`src/hdl/hdce_pkg.sv`:
```
// ---------------------------------------------------------------------------
// hdce_pkg
// Shared types and constants of the highest-degree cluster election block.
// ---------------------------------------------------------------------------
package hdce_pkg;

    // node id width and stream widths
    localparam int ID_BITS     = 16;
    localparam int IN_TDATA_W  = ((32 + ID_BITS + 27 + 7) / 8) * 8;
    localparam int OUT_TDATA_W = 72;

    localparam logic [1:0] ROLE_UNDECIDED = 2'd0;
    localparam logic [1:0] ROLE_MEMBER    = 2'd1;
    localparam logic [1:0] ROLE_HEAD      = 2'd2;
    localparam logic [1:0] ROLE_GATEWAY   = 2'd3;

    localparam logic signed [16:0] NO_HEAD = -17'sd1;

    localparam logic ACT_BEACON = 1'b0;
    localparam logic ACT_TICK   = 1'b1;

    // register indexes of the configuration port
    localparam logic REG_OWN_ID   = 1'b0;
    localparam logic REG_VALIDITY = 1'b1;

    // one result item
    typedef struct packed {
        logic [31:0]        head_lifetime;
        logic               lifetime_valid;
        logic               role_changed;
        logic [5:0]         bridged;
        logic [5:0]         cluster_size;
        logic [5:0]         degree;
        logic signed [16:0] head_id;
        logic [1:0]         role;
    } t_result;

endpackage

```
`src/hdl/hdce_table.sv`:
```
// ---------------------------------------------------------------------------
// hdce_table
// Neighbour table: synchronous memory of entries with per-entry valid bits.
// ---------------------------------------------------------------------------
module hdce_table #(
    parameter int NEIGHBORS = 32,
    parameter int ID_BITS   = 16,
    parameter int AW        = 5
) (
    input  logic               i_clk,
    input  logic               i_rst_n,
    input  logic [AW-1:0]      i_raddr,
    output logic [ID_BITS-1:0] o_rid,
    output logic [7:0]         o_rdeg,
    output logic [1:0]         o_rrole,
    output logic signed [16:0] o_rhead,
    output logic [31:0]        o_rseen,
    output logic               o_rvalid,
    input  logic               i_we,
    input  logic [AW-1:0]      i_waddr,
    input  logic [ID_BITS-1:0] i_wid,
    input  logic [7:0]         i_wdeg,
    input  logic [1:0]         i_wrole,
    input  logic signed [16:0] i_whead,
    input  logic [31:0]        i_wseen,
    input  logic               i_vclr,
    input  logic [AW-1:0]      i_vaddr
);

    localparam int EW = ID_BITS + 8 + 2 + 17 + 32;

    logic [EW-1:0]        mem [NEIGHBORS];
    logic [EW-1:0]        r_rdata;
    logic [NEIGHBORS-1:0] r_valid;
    logic                 r_rvalid;

    // memory write and registered read
    always_ff @(posedge i_clk) begin
        if (i_we) begin
            mem[i_waddr] <= {i_wid, i_wdeg, i_wrole, i_whead, i_wseen};
        end
        r_rdata <= mem[i_raddr];
    end

    // valid bits, cleared at reset
    always_ff @(posedge i_clk) begin
        if (!i_rst_n) begin
            r_valid  <= '0;
            r_rvalid <= 1'b0;
        end else begin
            r_rvalid <= r_valid[i_raddr] && !(i_vclr && i_vaddr == i_raddr);
            if (i_vclr) begin
                r_valid[i_vaddr] <= 1'b0;
            end
            if (i_we) begin
                r_valid[i_waddr] <= 1'b1;
            end
        end
    end

    assign {o_rid, o_rdeg, o_rrole, o_rhead, o_rseen} = r_rdata;
    assign o_rvalid = r_rvalid;

endmodule

```
`src/hdl/highest_degree_cluster_election_top.sv`:
```
// ---------------------------------------------------------------------------
// highest_degree_cluster_election_top
// Highest-connectivity clustering node with a neighbour table in memory.
// ---------------------------------------------------------------------------
// Input channel s_axis: one transaction per beacon or tick. Beacons update
// the neighbour table and give no result; ticks expire stale entries, elect
// a head and give one result transaction on m_axis.
// Sequence: a beacon runs one table scan for a match or free slot, then a
// write; a beacon from the node's own id is dropped on accept. A tick runs
// a first scan that expires entries, counts degree, cluster size and the
// best neighbour, then a second scan that settles the election against the
// own degree and counts distinct clusters into a small cluster list. The
// memory read port gives one entry per cycle.
// One item is in work at a time; s_axis_tready is low while busy or while
// a result waits in the output register. A stalled receiver holds the
// result and the block takes no further item.
// Reset clears all valid bits, the role (undecided), head (-1), degree and
// head start time; the table contents need no clearing.
// Configuration: APB, own_id at 0x0, validity_ticks at 0x4, write when idle.
// ---------------------------------------------------------------------------
module highest_degree_cluster_election_top #(
    parameter int NEIGHBORS = 32
) (
    input  logic        i_clk,
    input  logic        i_rst_n,
    input  logic        s_axis_tvalid,
    output logic        s_axis_tready,
    // tdata: now_ticks[31:0], sender_id, sender_degree[8], sender_role[2],
    // sender_head[17], zero fill
    input  logic [hdce_pkg::IN_TDATA_W-1:0] s_axis_tdata,
    // tuser: action
    input  logic        s_axis_tuser,
    output logic        m_axis_tvalid,
    input  logic        m_axis_tready,
    // tdata: role[2], head_id[17], degree[6], cluster_size[6], bridged[6],
    // role_changed, lifetime_valid, head_lifetime[32], zero fill
    output logic [hdce_pkg::OUT_TDATA_W-1:0] m_axis_tdata,
    input  logic        psel,
    input  logic        penable,
    input  logic        pwrite,
    input  logic [2:0]  paddr,
    input  logic [31:0] pwdata,
    output logic [31:0] prdata,
    output logic        pready
);

    localparam int ID_BITS = hdce_pkg::ID_BITS;
    localparam int AW  = (NEIGHBORS > 1) ? $clog2(NEIGHBORS) : 1;
    localparam int CW  = $clog2(NEIGHBORS + 2);
    localparam int DW  = (CW > 8) ? CW : 8;

    localparam logic [2:0] S_IDLE  = 3'd0;
    localparam logic [2:0] S_BSCAN = 3'd1;
    localparam logic [2:0] S_TSCAN = 3'd2;
    localparam logic [2:0] S_CSCAN = 3'd3;
    localparam logic [2:0] S_FIN   = 3'd4;

    // configuration registers
    logic [ID_BITS-1:0] r_own_id;
    logic [31:0]        r_validity;

    assign pready = 1'b1;
    always_ff @(posedge i_clk) begin
        if (!i_rst_n) begin
            r_own_id   <= '0;
            r_validity <= 32'd1000;
        end else if (psel && penable && pwrite) begin
            unique case (paddr[2])
                hdce_pkg::REG_OWN_ID:   r_own_id   <= pwdata[ID_BITS-1:0];
                hdce_pkg::REG_VALIDITY: r_validity <= pwdata;
                default: ;
            endcase
        end
    end
    always_comb begin
        unique case (paddr[2])
            hdce_pkg::REG_OWN_ID:   prdata = 32'(r_own_id);
            default:                prdata = r_validity;
        endcase
    end

    // latched input item
    logic               r_act;
    logic [31:0]        r_now;
    logic [ID_BITS-1:0] r_sid;
    logic [7:0]         r_sdeg;
    logic [1:0]         r_srole;
    logic signed [16:0] r_shead;

    // control
    logic [2:0]  r_state;
    logic [AW:0] r_cnt;     // issued read address count
    logic        r_rd;      // read data valid this cycle
    logic [AW-1:0] r_ra;    // address of data now on the read port
    logic        r_last;
    logic        w_scan;

    // beacon scan results
    logic          r_match, r_free;
    logic [AW-1:0] r_mslot, r_fslot;

    // tick scan results
    logic [CW-1:0]      r_count, r_csize, r_nclu;
    logic [7:0]         r_bdeg;
    logic [ID_BITS-1:0] r_bid;
    logic signed [16:0] r_clu [NEIGHBORS];

    // own state
    logic [1:0]  r_role;
    logic signed [16:0] r_head;
    logic [5:0]  r_deg;
    logic [31:0] r_since;

    // output register
    logic                 r_ovalid;
    hdce_pkg::t_result    r_out;

    // table
    logic [ID_BITS-1:0] t_id;
    logic [7:0]         t_deg;
    logic [1:0]         t_role;
    logic signed [16:0] t_head;
    logic [31:0]        t_seen;
    logic               t_valid;
    logic               w_we, w_vclr;
    logic [AW-1:0]      w_waddr;

    hdce_table #(.NEIGHBORS(NEIGHBORS), .ID_BITS(ID_BITS), .AW(AW)) u_table (
        .i_clk   (i_clk),
        .i_rst_n (i_rst_n),
        .i_raddr (r_cnt[AW-1:0]),
        .o_rid   (t_id),
        .o_rdeg  (t_deg),
        .o_rrole (t_role),
        .o_rhead (t_head),
        .o_rseen (t_seen),
        .o_rvalid(t_valid),
        .i_we    (w_we),
        .i_waddr (w_waddr),
        .i_wid   (r_sid),
        .i_wdeg  (r_sdeg),
        .i_wrole (r_srole),
        .i_whead (r_shead),
        .i_wseen (r_now),
        .i_vclr  (w_vclr),
        .i_vaddr (r_ra)
    );

    // entry liveness during the first tick scan
    logic [31:0] w_age;
    logic        w_live, w_exp;
    assign w_age  = r_now - t_seen;
    assign w_exp  = t_valid && (w_age > r_validity);
    assign w_live = t_valid && !w_exp;
    assign w_vclr = (r_state == S_TSCAN) && r_rd && w_exp;

    // beacon write at the end of the scan
    assign w_we    = (r_state == S_FIN) && !r_act && (r_match || r_free);
    assign w_waddr = r_match ? r_mslot : r_fslot;

    // any of the three table scans
    assign w_scan = (r_state == S_BSCAN) || (r_state == S_TSCAN) ||
                    (r_state == S_CSCAN);

    // cluster naming for the second scan, the elected head counts as seen
    logic               w_has;
    logic signed [16:0] w_c;
    logic               w_seen;
    always_comb begin
        w_has = 1'b0;
        w_c   = t_head;
        if (t_role == hdce_pkg::ROLE_HEAD) begin
            w_has = 1'b1;
            w_c   = $signed({1'b0, 16'(t_id)});
        end else if (t_head != hdce_pkg::NO_HEAD) begin
            w_has = 1'b1;
        end
        w_seen = (w_c == $signed({1'b0, 16'(r_bid)}));
        for (int k = 0; k < NEIGHBORS; k++) begin
            if (k < int'(r_nclu) && r_clu[k] == w_c) w_seen = 1'b1;
        end
    end

    // election outcome, the list holds the clusters beside the elected head
    logic [1:0]  w_nrole;
    always_comb begin
        if (r_bid == r_own_id) w_nrole = hdce_pkg::ROLE_HEAD;
        else if (r_nclu != '0) w_nrole = hdce_pkg::ROLE_GATEWAY;
        else w_nrole = hdce_pkg::ROLE_MEMBER;
    end

    assign s_axis_tready = (r_state == S_IDLE) && !r_ovalid;

    // main sequencer
    always_ff @(posedge i_clk) begin
        if (!i_rst_n) begin
            r_state  <= S_IDLE;
            r_rd     <= 1'b0;
            r_last   <= 1'b0;
            r_cnt    <= '0;
            r_ovalid <= 1'b0;
            r_role   <= hdce_pkg::ROLE_UNDECIDED;
            r_head   <= hdce_pkg::NO_HEAD;
            r_deg    <= '0;
            r_since  <= '0;
        end else begin
            if (m_axis_tvalid && m_axis_tready) r_ovalid <= 1'b0;
            r_rd   <= w_scan && (r_cnt < (AW+1)'(NEIGHBORS));
            r_last <= w_scan && (r_cnt == (AW+1)'(NEIGHBORS - 1));
            r_ra   <= r_cnt[AW-1:0];
            unique case (r_state) inside
                S_IDLE: begin
                    r_cnt <= '0;
                    if (s_axis_tvalid && s_axis_tready) begin
                        r_act   <= s_axis_tuser;
                        r_now   <= s_axis_tdata[31:0];
                        r_sid   <= s_axis_tdata[32 +: ID_BITS];
                        r_sdeg  <= s_axis_tdata[32+ID_BITS +: 8];
                        r_srole <= s_axis_tdata[40+ID_BITS +: 2];
                        r_shead <= $signed(s_axis_tdata[42+ID_BITS +: 17]);
                        r_match <= 1'b0;
                        r_free  <= 1'b0;
                        r_count <= '0;
                        r_csize <= '0;
                        r_bdeg  <= '0;
                        r_bid   <= '0;
                        r_nclu  <= '0;
                        if (s_axis_tuser == hdce_pkg::ACT_TICK) begin
                            r_state <= S_TSCAN;
                        end else if (s_axis_tdata[32 +: ID_BITS] != r_own_id) begin
                            r_state <= S_BSCAN;
                        end
                    end
                end
                S_BSCAN, S_TSCAN, S_CSCAN: begin
                    // issue reads, then consume returned entries
                    if (r_cnt < (AW+1)'(NEIGHBORS)) begin
                        r_cnt  <= r_cnt + 1'b1;
                    end
                    if (r_rd) begin
                        if (r_state == S_BSCAN) begin
                            if (t_valid && t_id == r_sid && !r_match) begin
                                r_match <= 1'b1;
                                r_mslot <= r_ra;
                            end
                            if (!t_valid && !r_free) begin
                                r_free  <= 1'b1;
                                r_fslot <= r_ra;
                            end
                        end else if (r_state == S_TSCAN) begin
                            if (w_live) begin
                                r_count <= r_count + 1'b1;
                                if (r_role == hdce_pkg::ROLE_HEAD &&
                                    t_head == $signed({1'b0, 16'(r_own_id)})) begin
                                    r_csize <= r_csize + 1'b1;
                                end
                                if (t_deg > r_bdeg ||
                                    (t_deg == r_bdeg && t_id > r_bid)) begin
                                    r_bdeg <= t_deg;
                                    r_bid  <= t_id;
                                end
                            end
                        end else begin
                            if (t_valid && w_has && !w_seen) begin
                                r_clu[r_nclu[AW-1:0]] <= w_c;
                                r_nclu                <= r_nclu + 1'b1;
                            end
                        end
                    end
                    if (r_last) begin
                        r_cnt <= '0;
                        if (r_state == S_TSCAN) begin
                            r_state <= S_CSCAN;
                        end else begin
                            r_state <= S_FIN;
                        end
                    end
                    // seed the best candidate with self before entries arrive
                    if (r_state == S_TSCAN && r_cnt == '0) begin
                        r_bid <= r_own_id;
                    end
                    // self competes with the final live count before any cluster read
                    if (r_state == S_CSCAN && r_cnt == '0) begin
                        if (!(DW'(r_bdeg) > DW'(r_count) ||
                              (DW'(r_bdeg) == DW'(r_count) && r_bid > r_own_id))) begin
                            r_bid <= r_own_id;
                        end
                    end
                end
                S_FIN: begin
                    r_state <= S_IDLE;
                    r_cnt   <= '0;
                    if (r_act == hdce_pkg::ACT_TICK) begin
                        r_out.role           <= w_nrole;
                        r_out.head_id        <= $signed({1'b0, 16'(r_bid)});
                        r_out.degree         <= 6'(r_count);
                        r_out.cluster_size   <= (r_role == hdce_pkg::ROLE_HEAD) ?
                                                6'(r_csize + 1'b1) : 6'd0;
                        r_out.bridged        <= (w_nrole == hdce_pkg::ROLE_GATEWAY) ?
                                                6'(r_nclu + 1'b1) : 6'd0;
                        r_out.role_changed   <= (w_nrole != r_role);
                        r_out.lifetime_valid <= (w_nrole != r_role) &&
                                                (r_role == hdce_pkg::ROLE_HEAD);
                        r_out.head_lifetime  <= ((w_nrole != r_role) &&
                                                (r_role == hdce_pkg::ROLE_HEAD)) ?
                                                r_now - r_since : 32'd0;
                        r_ovalid <= 1'b1;
                        if (w_nrole != r_role && w_nrole == hdce_pkg::ROLE_HEAD) begin
                            r_since <= r_now;
                        end
                        r_role <= w_nrole;
                        r_head <= $signed({1'b0, 16'(r_bid)});
                        r_deg  <= 6'(r_count);
                    end
                end
                default: r_state <= S_IDLE;
            endcase
        end
    end

    assign m_axis_tvalid = r_ovalid;
    assign m_axis_tdata  = {1'b0, r_out.head_lifetime, r_out.lifetime_valid,
                            r_out.role_changed, r_out.bridged, r_out.cluster_size,
                            r_out.degree, r_out.head_id, r_out.role};

endmodule

```
`config.mk`:
```
export PLATFORM = sky130hd
export DESIGN_NAME = highest_degree_cluster_election_top
export DESIGN_NICKNAME = d
export VERILOG_FILES = /design/src/hdl/hdce_pkg.sv /design/src/hdl/hdce_table.sv /design/src/hdl/highest_degree_cluster_election_top.sv
export SDC_FILE = /design/constraint.sdc
export NUM_CORES = 2
export LEC_CHECK = 0
export ABC_AREA = 1
export BUFFER_PORTS_ARGS = -buffer_cell sky130_fd_sc_hd__buf_2
export CAP_MARGIN = 20
export CORE_MARGIN = 4
export CORE_UTILIZATION = 25
export CTS_BUF_LIST = sky130_fd_sc_hd__clkbuf_2 sky130_fd_sc_hd__clkbuf_4 sky130_fd_sc_hd__clkbuf_8
export DETAILED_ROUTE_END_ITERATION = 8
export PLACE_DENSITY = 0.48
export SYNTH_ARGS = -nofsm -noshare
export SYNTH_HDL_FRONTEND = slang
export SYNTH_SLANG_ARGS = --single-unit
```
`constraint.sdc`:
```
create_clock -name i_clk -period 5.3 [get_ports i_clk]
set_input_delay 1.06 -clock i_clk [delete_from_list [all_inputs] [get_ports i_clk]]
set_output_delay 1.06 -clock i_clk [all_outputs]
set_load 0.02 [all_outputs]
```
* Yosys cells after proc, flatten, opt, wreduce, memory -nomap -nowiden
Memories as Yosys holds them, arrays and structs flattened. A register that Yosys moved wholly into a read port is not among the register bits.
Cells that the tools add are included.
Widths: inputs -> output; s select.
** Operators by class
- Mux-type cells :: 112
- Magnitude comparators :: 43
- $add $sub $neg :: 6
- Reductions and logical operators :: 98
- Equality and inequality tests :: 66
- Bitwise gates (word level) :: 4
** Operators with widths (number)
- $eq 17x17->1 :: 34
- $mux 16 :: 9
- $mux 32 :: 4
- $lt 5x6->1 const A :: 16
- $mux 6 :: 16
- $sub 32x32->32 :: 2
- $logic_and 1x1->1 :: 61
- $mux 1 :: 56
- $lt 4x6->1 const A :: 8
- $mux 8 :: 6
- $pmux 6 s2 :: 4
- $and 32x32->32 :: 1
- $eq 16x16->1 :: 2
- $gt 16x16->1 :: 2
- $gt 32x32->1 :: 1
- $not 32->32 :: 1
- $or 32x32->32 :: 1
- $pmux 16 s2 :: 1
- $add 6x1->6 const B :: 4
- $lt 3x6->1 const A :: 4
- $ne 2x2->1 const B :: 12
- $lt 5x6->1 const B :: 3
- $mux 17 :: 1
- $ne 17x1->1 const B :: 1
- 42 further kinds :: 79
** Storage, ports and cells
- Input bits :: 123
- Memories kept :: 2
- Flip-flop bits (word level) :: 332
- Output and inout port bits :: 107
- Memory bits (writable) :: 2944
** Memory list
- u_table.mem :: depth 32, width 75, read ports 1, clocked after memory_dff 1, wr ports 1, line hdce_table.sv:32 : logic [EW-1:0] mem [NEIGHBORS];
- r_clu :: depth 32, width 17, read ports 32, clocked after memory_dff 0, wr ports 1, line highest_degree_cluster_election_top.sv:106 : logic signed [16:0] r_clu [NEIGHBORS];

* Logic depth before layout (Yosys ltp)
- Word-level depth :: 45
- Gate-level depth with buffers :: 29

* Modules after synthesis
From an unflattened synthesis, not the netlist that was laid out.
** Second synthesis, totals
- Cell total of the unflattened synthesis :: 13202
- Area total of the unflattened synthesis :: 143888.0 um^2
** Modules (own cells, without submodules)
- hdce_table :: area each 99133.8 um^2, seq. area each 74231.2 um^2, instances 1, cells each 8154
- highest_degree_cluster_election_top :: area each 44754.2 um^2, seq. area each 24373.4 um^2, instances 1, cells each 5048

* Worst setup path after synthesis
No wires, ideal clock.
- Path type :: register to register
- From :: register r_now[0]
- To :: register r_bdeg[0], enable pin
- Cell stages (with the launch flop) :: 27
- Path slack :: 0.095 ns
- Arrival :: 4.834 ns
- Data required time :: 4.929 ns
- Period minus slack after synthesis :: 5.205 ns
- Cells stage by stage :: edfxtp_1 inv_1 ha_1 inv_1 fa_1 nand3_1 nand2_1 a21oi_1 o21ai_0 a21boi_0 o21ai_0 nand2_1 o21ai_0 nand2_1 nand3_1 nand2_1 ha_1 nand2_1 nor2_1 nand2_1 nor4_1 nand3_1 a21oi_1 inv_1 o21ai_0 nand2_1 nor2_1
** On the way
- Longest elaborated chain between the ends :: 7
** Ends and longest elaborated chain
- start: declaration :: line highest_degree_cluster_election_top.sv:84 : logic [31:0] r_now;
- start signal: assignment :: line highest_degree_cluster_election_top.sv:216 : r_now <= s_axis_tdata[31:0];
- $sub 32x32->32 :: line highest_degree_cluster_election_top.sv:152 : assign w_age = r_now - t_seen;
- $gt 32x32->1 :: line highest_degree_cluster_election_top.sv:153 : assign w_exp = t_valid && (w_age > r_validity);
- $logic_and 1x1->1 :: line highest_degree_cluster_election_top.sv:153
- $logic_not 1->1 :: line highest_degree_cluster_election_top.sv:154 : assign w_live = t_valid && !w_exp;
- $logic_and 1x1->1 :: line highest_degree_cluster_election_top.sv:154
- $ne 2x2->1 (no source line)
- $reduce_and 8->1 (no source line)
- end signal: assignment :: line highest_degree_cluster_election_top.sv:259 : r_bdeg <= t_deg;
- end: declaration :: line highest_degree_cluster_election_top.sv:104 : logic [7:0] r_bdeg;
Every way passes these cells.
A chain may end at the register's enable or synchronous reset.

* Final worst setup path
- From :: register r_now[0]
- To :: register r_bid[7], data pin
** On the way
- Longest elaborated chain between the ends :: 13
** Ends and longest elaborated chain
- $sub 32x32->32 (*) :: line highest_degree_cluster_election_top.sv:152
- $gt 32x32->1 (*) :: line highest_degree_cluster_election_top.sv:153
- $logic_and 1x1->1 (*) :: line highest_degree_cluster_election_top.sv:153
- $logic_not 1->1 (*) :: line highest_degree_cluster_election_top.sv:154
- $logic_and 1x1->1 (*) :: line highest_degree_cluster_election_top.sv:154
- $mux 16 (*) :: line highest_degree_cluster_election_top.sv:251 : if (w_live) begin
- $mux 16 (*) :: line highest_degree_cluster_election_top.sv:250 : end else if (r_state == S_TSCAN) begin
- $mux 16 (*) :: line highest_degree_cluster_election_top.sv:241 : if (r_state == S_BSCAN) begin
- $mux 16 (*) :: line highest_degree_cluster_election_top.sv:240 : if (r_rd) begin
- $mux 16 (*) :: line highest_degree_cluster_election_top.sv:279 : if (r_state == S_TSCAN && r_cnt == '0) begin
- $mux 16 :: line highest_degree_cluster_election_top.sv:284 : if (!(DW'(r_bdeg) > DW'(r_count) ||
- $mux 16 (*) :: line highest_degree_cluster_election_top.sv:283 : if (r_state == S_CSCAN && r_cnt == '0) begin
- $pmux 16 s2 (*) :: line highest_degree_cluster_election_top.sv:211 : unique case (r_state) inside
- end signal: assignment :: line highest_degree_cluster_election_top.sv:260 : r_bid <= t_id;
- end signal: assignment :: line highest_degree_cluster_election_top.sv:280 : r_bid <= r_own_id;
- end signal: assignment :: line highest_degree_cluster_election_top.sv:286 : r_bid <= r_own_id;
- end: declaration :: line highest_degree_cluster_election_top.sv:105 : logic [ID_BITS-1:0] r_bid;
Every way passes the cells marked *; elsewhere a longest branch is shown, timed or not.

==> reports/results.txt <==
First-iteration detailed-routing DRC count -> 10700
Initial core utilization -> 25.1%
Slowest cell on the critical path -> edfxtp_1
CP dominant cell by count -> nand2_1
Crit Path Class -> flip-flop to flip-flop
Final Hold Vio Count -> 0
Die height -> 759 um
Final Routed Wirelength -> 506 mm
Die width -> 759 um
Actual slew at the worst max-slew pin -> 1.15 ns
H-tree Lvls -> 6
Worst VDD drop -> 0.000435 V
Fmax achieved -> 203 MHz
LEAKAGE -> 57.9 nW
CTS tree -> yes
Fin crit share -> 93.1%
Placer Congestion -> 0.910
Most frequent cells in the layout -> edfxtp_1 (3149), nor2_1 (2119), o21ai_0 (1680), nand2_1 (1524), inv_1 (726)
Largest net degree at the start of global routing -> 187
Iteration count of the initial detailed-routing pass -> 6
RR Startpoint -> r_now[0]$_DFFE_PP_
Pwr Density -> 494 mW/mm^2
Flop-to-flop setup slack -> 0.37 ns
First-pass GRT wire length -> 706 mm
Commonest non-fill, non-tap cell in the layout -> edfxtp_1
Initial antenna violation count -> 58
Root Buffer Master -> clkbuf_8
Clk slew on worst S/H paths -> 0.06 ns
Min Hold Slack -> 0.142 ns
RSZ-0062 raised after global routing -> false
Core area -> 0.561 mm^2
Post-CTS Setup Bufs -> 0
Crit end category -> flip-flop
WP data required -> 6.35 ns
Hold path depth -> 1
Main flop type after synthesis -> edfxtp_1
Post-synth EDFFs -> 3149
Syn Area/Cell -> 11.6 um^2
FF+latch count, synth -> 3351
Hold Crit Class -> primary input to flip-flop
Clock Skew -> 0.104 ns
Max FO, Critical Path -> 17
Worst-Skew Late Latency -> 1.21 ns
Floorplan row count -> 275
Dpl hpwl -> 293 mm
DRC Markers -> 0
GRT Util Overall -> 16.9%
Detail Route Antenna Nets -> 0
Max_cap viols -> 0
Proportion of layout cells with a drive suffix above 1 -> 13.1%
CTS sink cnt -> 3351
Reg2reg path depth -> 33
Startpoint Class -> flip-flop
# nets final -> 13100
Worst Hold Path EP -> r_shead[2]$_DFFE_PP_
Slew HR -> 23.3%
Critical Path AT -> 5.98 ns
Via Count -> 98700
Number of global-route vias before repair -> 93000
Placement Setup Slack -> -0.492 ns
FFs w/ async S/R, synth -> 0%
Synth unique cells -> 59
Routed wire per std cell -> 24.4 um
Port bufs -> 219
Via/cell ratio -> 4.76
DIE AREA -> 0.576 mm^2
Post-synthesis sequential area ratio -> 70.0%
Max Transition Viols Final -> 0
Hold path startpoint -> s_axis_tdata[60]
Ys Warns -> 0
IO Count -> 230
Cell area after synthesis -> 0.141 mm^2
Fillers -> 57400
Worst r2r dst -> r_bid[7]$_SDFFCE_PP0P_
Layout area overhead -> 17.4%
Global route total overflow -> 0
PnR worst setup slack -> 0.366 ns
Fin Setup TNS -> 0 ns
Final Critical Period -> 4.93 ns
Run status -> complete, no violations
Max stage delay on crit path -> 0.41 ns
Post-Synthesis Cells -> 12200
Setup violators final -> 0
Clock buffer count from CTS -> 598
Area of the multi-input gates -> 0.0368 mm^2
Register Area -> 0.0986 mm^2
CTS max path bufs -> 4
routing by layer:
layer / up-vias / track usage, % / routed length, um
met5: - / 0 / 137
li1: 44600 / - / -
met1: 49600 / 23.3 / 223000
met4: 20 / 4.42 / 12800
met3: 751 / 3.06 / 37100
met2: 3651 / 27.3 / 233000
worst max-delay path: cells and delay by family (launching register included):
family | cells | cell delay [ns]
compound gates | 7 | 0.92
simple gates | 15 | 1.35
fa+ha+maj | 3 | 0.87
buf+inv | 8 | 1.25
flops | 1 | 0.41
state kept, by name (all words and copies together) (netlist names), 17 cells and up:
name	count
m_axis_tdata	70
r_validity	32
r_since	32
r_now	32
r_shead	17
u_table.mem	2400
r_clu	544
u_table.r_rdata	75
u_table.r_valid	32
final cells by class:
cell class	count	area share (%)
clock buffer	855	6.27
timing repair buffer	668	3.66
clock inverter	203	0.836
tap	7479	5.66
multi-input combinational	7431	22.3
antenna	13	0.0197
sequential	3351	59.6
inverter	739	1.70
repair_timing:
item / in CTS / in global routing
resized for setup: 6 / 9
endpoints found under the hold margin: 29 / 0
hold buffers: 29 / 0
pin swaps: 1 / 2
setup endpoints to repair: 36 / 31
kinds of logic after synthesis:
kind of cell | synth area share, %
AO/OA/AOI/OAI | 11.3
other | 0.00533
buffers and inverters | 4.11
adder cells (fa/ha/maj) | 1.34
AND/OR/NAND/NOR | 12.0
flip-flops | 70.0
XOR/XNOR | 1.21
through the flow:
step	power, mW	util, %	area [um^2]	instances
final	81.7	29.5	165000	20700
after detailed placement	58.0	27.3	153000	19600
after global routing	86.0	29.5	165000	20700
after floorplan	47.4	-	141000	12200
after CTS	82.3	29.4	165000	20700
after global placement	57.9	27.2	153000	19600
report_power, final:
part / switching [mW] / total [mW] / internal [mW]
Sequential: 1.14 / 32.3 / 31.1
Clock: 11.0 / 24.2 / 13.2
Combinational: 18.0 / 25.3 / 7.30
Total: 30.1 / 81.7 / 51.6
Yosys cell counts, types with 17 or more instances:
| master | n | area, um^2 |
|---|---|---|
| edfxtp_1 | 3149 | 94600 |
| nor2_1 | 2159 | 8100 |
| o21ai_0 | 1685 | 8430 |
| nand2_1 | 1529 | 5740 |
| inv_1 | 731 | 2740 |
| o22ai_1 | 641 | 4010 |
| clkbuf_1 | 550 | 2060 |
| a21oi_1 | 302 | 1510 |
| nand3_1 | 293 | 1470 |
| dfxtp_1 | 202 | 4040 |
| xor2_1 | 169 | 1480 |
| ha_1 | 148 | 1850 |
| o221ai_1 | 75 | 657 |
| nand4_1 | 50 | 313 |
| nor3_1 | 48 | 240 |
| o211ai_1 | 47 | 353 |
| buf_6 | 37 | 417 |
| buf_4 | 32 | 240 |
| o21ai_1 | 30 | 150 |
| buf_2 | 29 | 145 |
| nand2_4 | 27 | 304 |
| buf_1 | 26 | 97.6 |
| xnor2_1 | 26 | 228 |
| nand2_2 | 25 | 156 |
| o2111ai_1 | 23 | 201 |
| nor4_1 | 19 | 119 |
| or2_2 | 17 | 106 |
worst max-delay path by stage:
stage | startpoint | end | slack, ns | cells past startpoint
2_1_floorplan | r_now[0]$_DFFE_PP_ | r_bdeg[0]$_SDFFCE_PP0P_ | 0.09 | 26
3_5_place_dp | r_now[0]$_DFFE_PP_ | r_csize[1]$_SDFFCE_PP0P_ | -0.49 | 32
3_3_place_gp | r_now[0]$_DFFE_PP_ | r_csize[2]$_SDFFCE_PP0P_ | -0.62 | 32
4_1_cts | r_now[0]$_DFFE_PP_ | r_csize[2]$_SDFFCE_PP0P_ | 0.01 | 32
6_report | r_now[0]$_DFFE_PP_ | r_bid[7]$_SDFFCE_PP0P_ | 0.37 | 33
5_1_grt | r_now[0]$_DFFE_PP_ | r_csize[5]$_SDFFCE_PP0P_ | 0.02 | 32
Power figures use the tool's default switching activity.
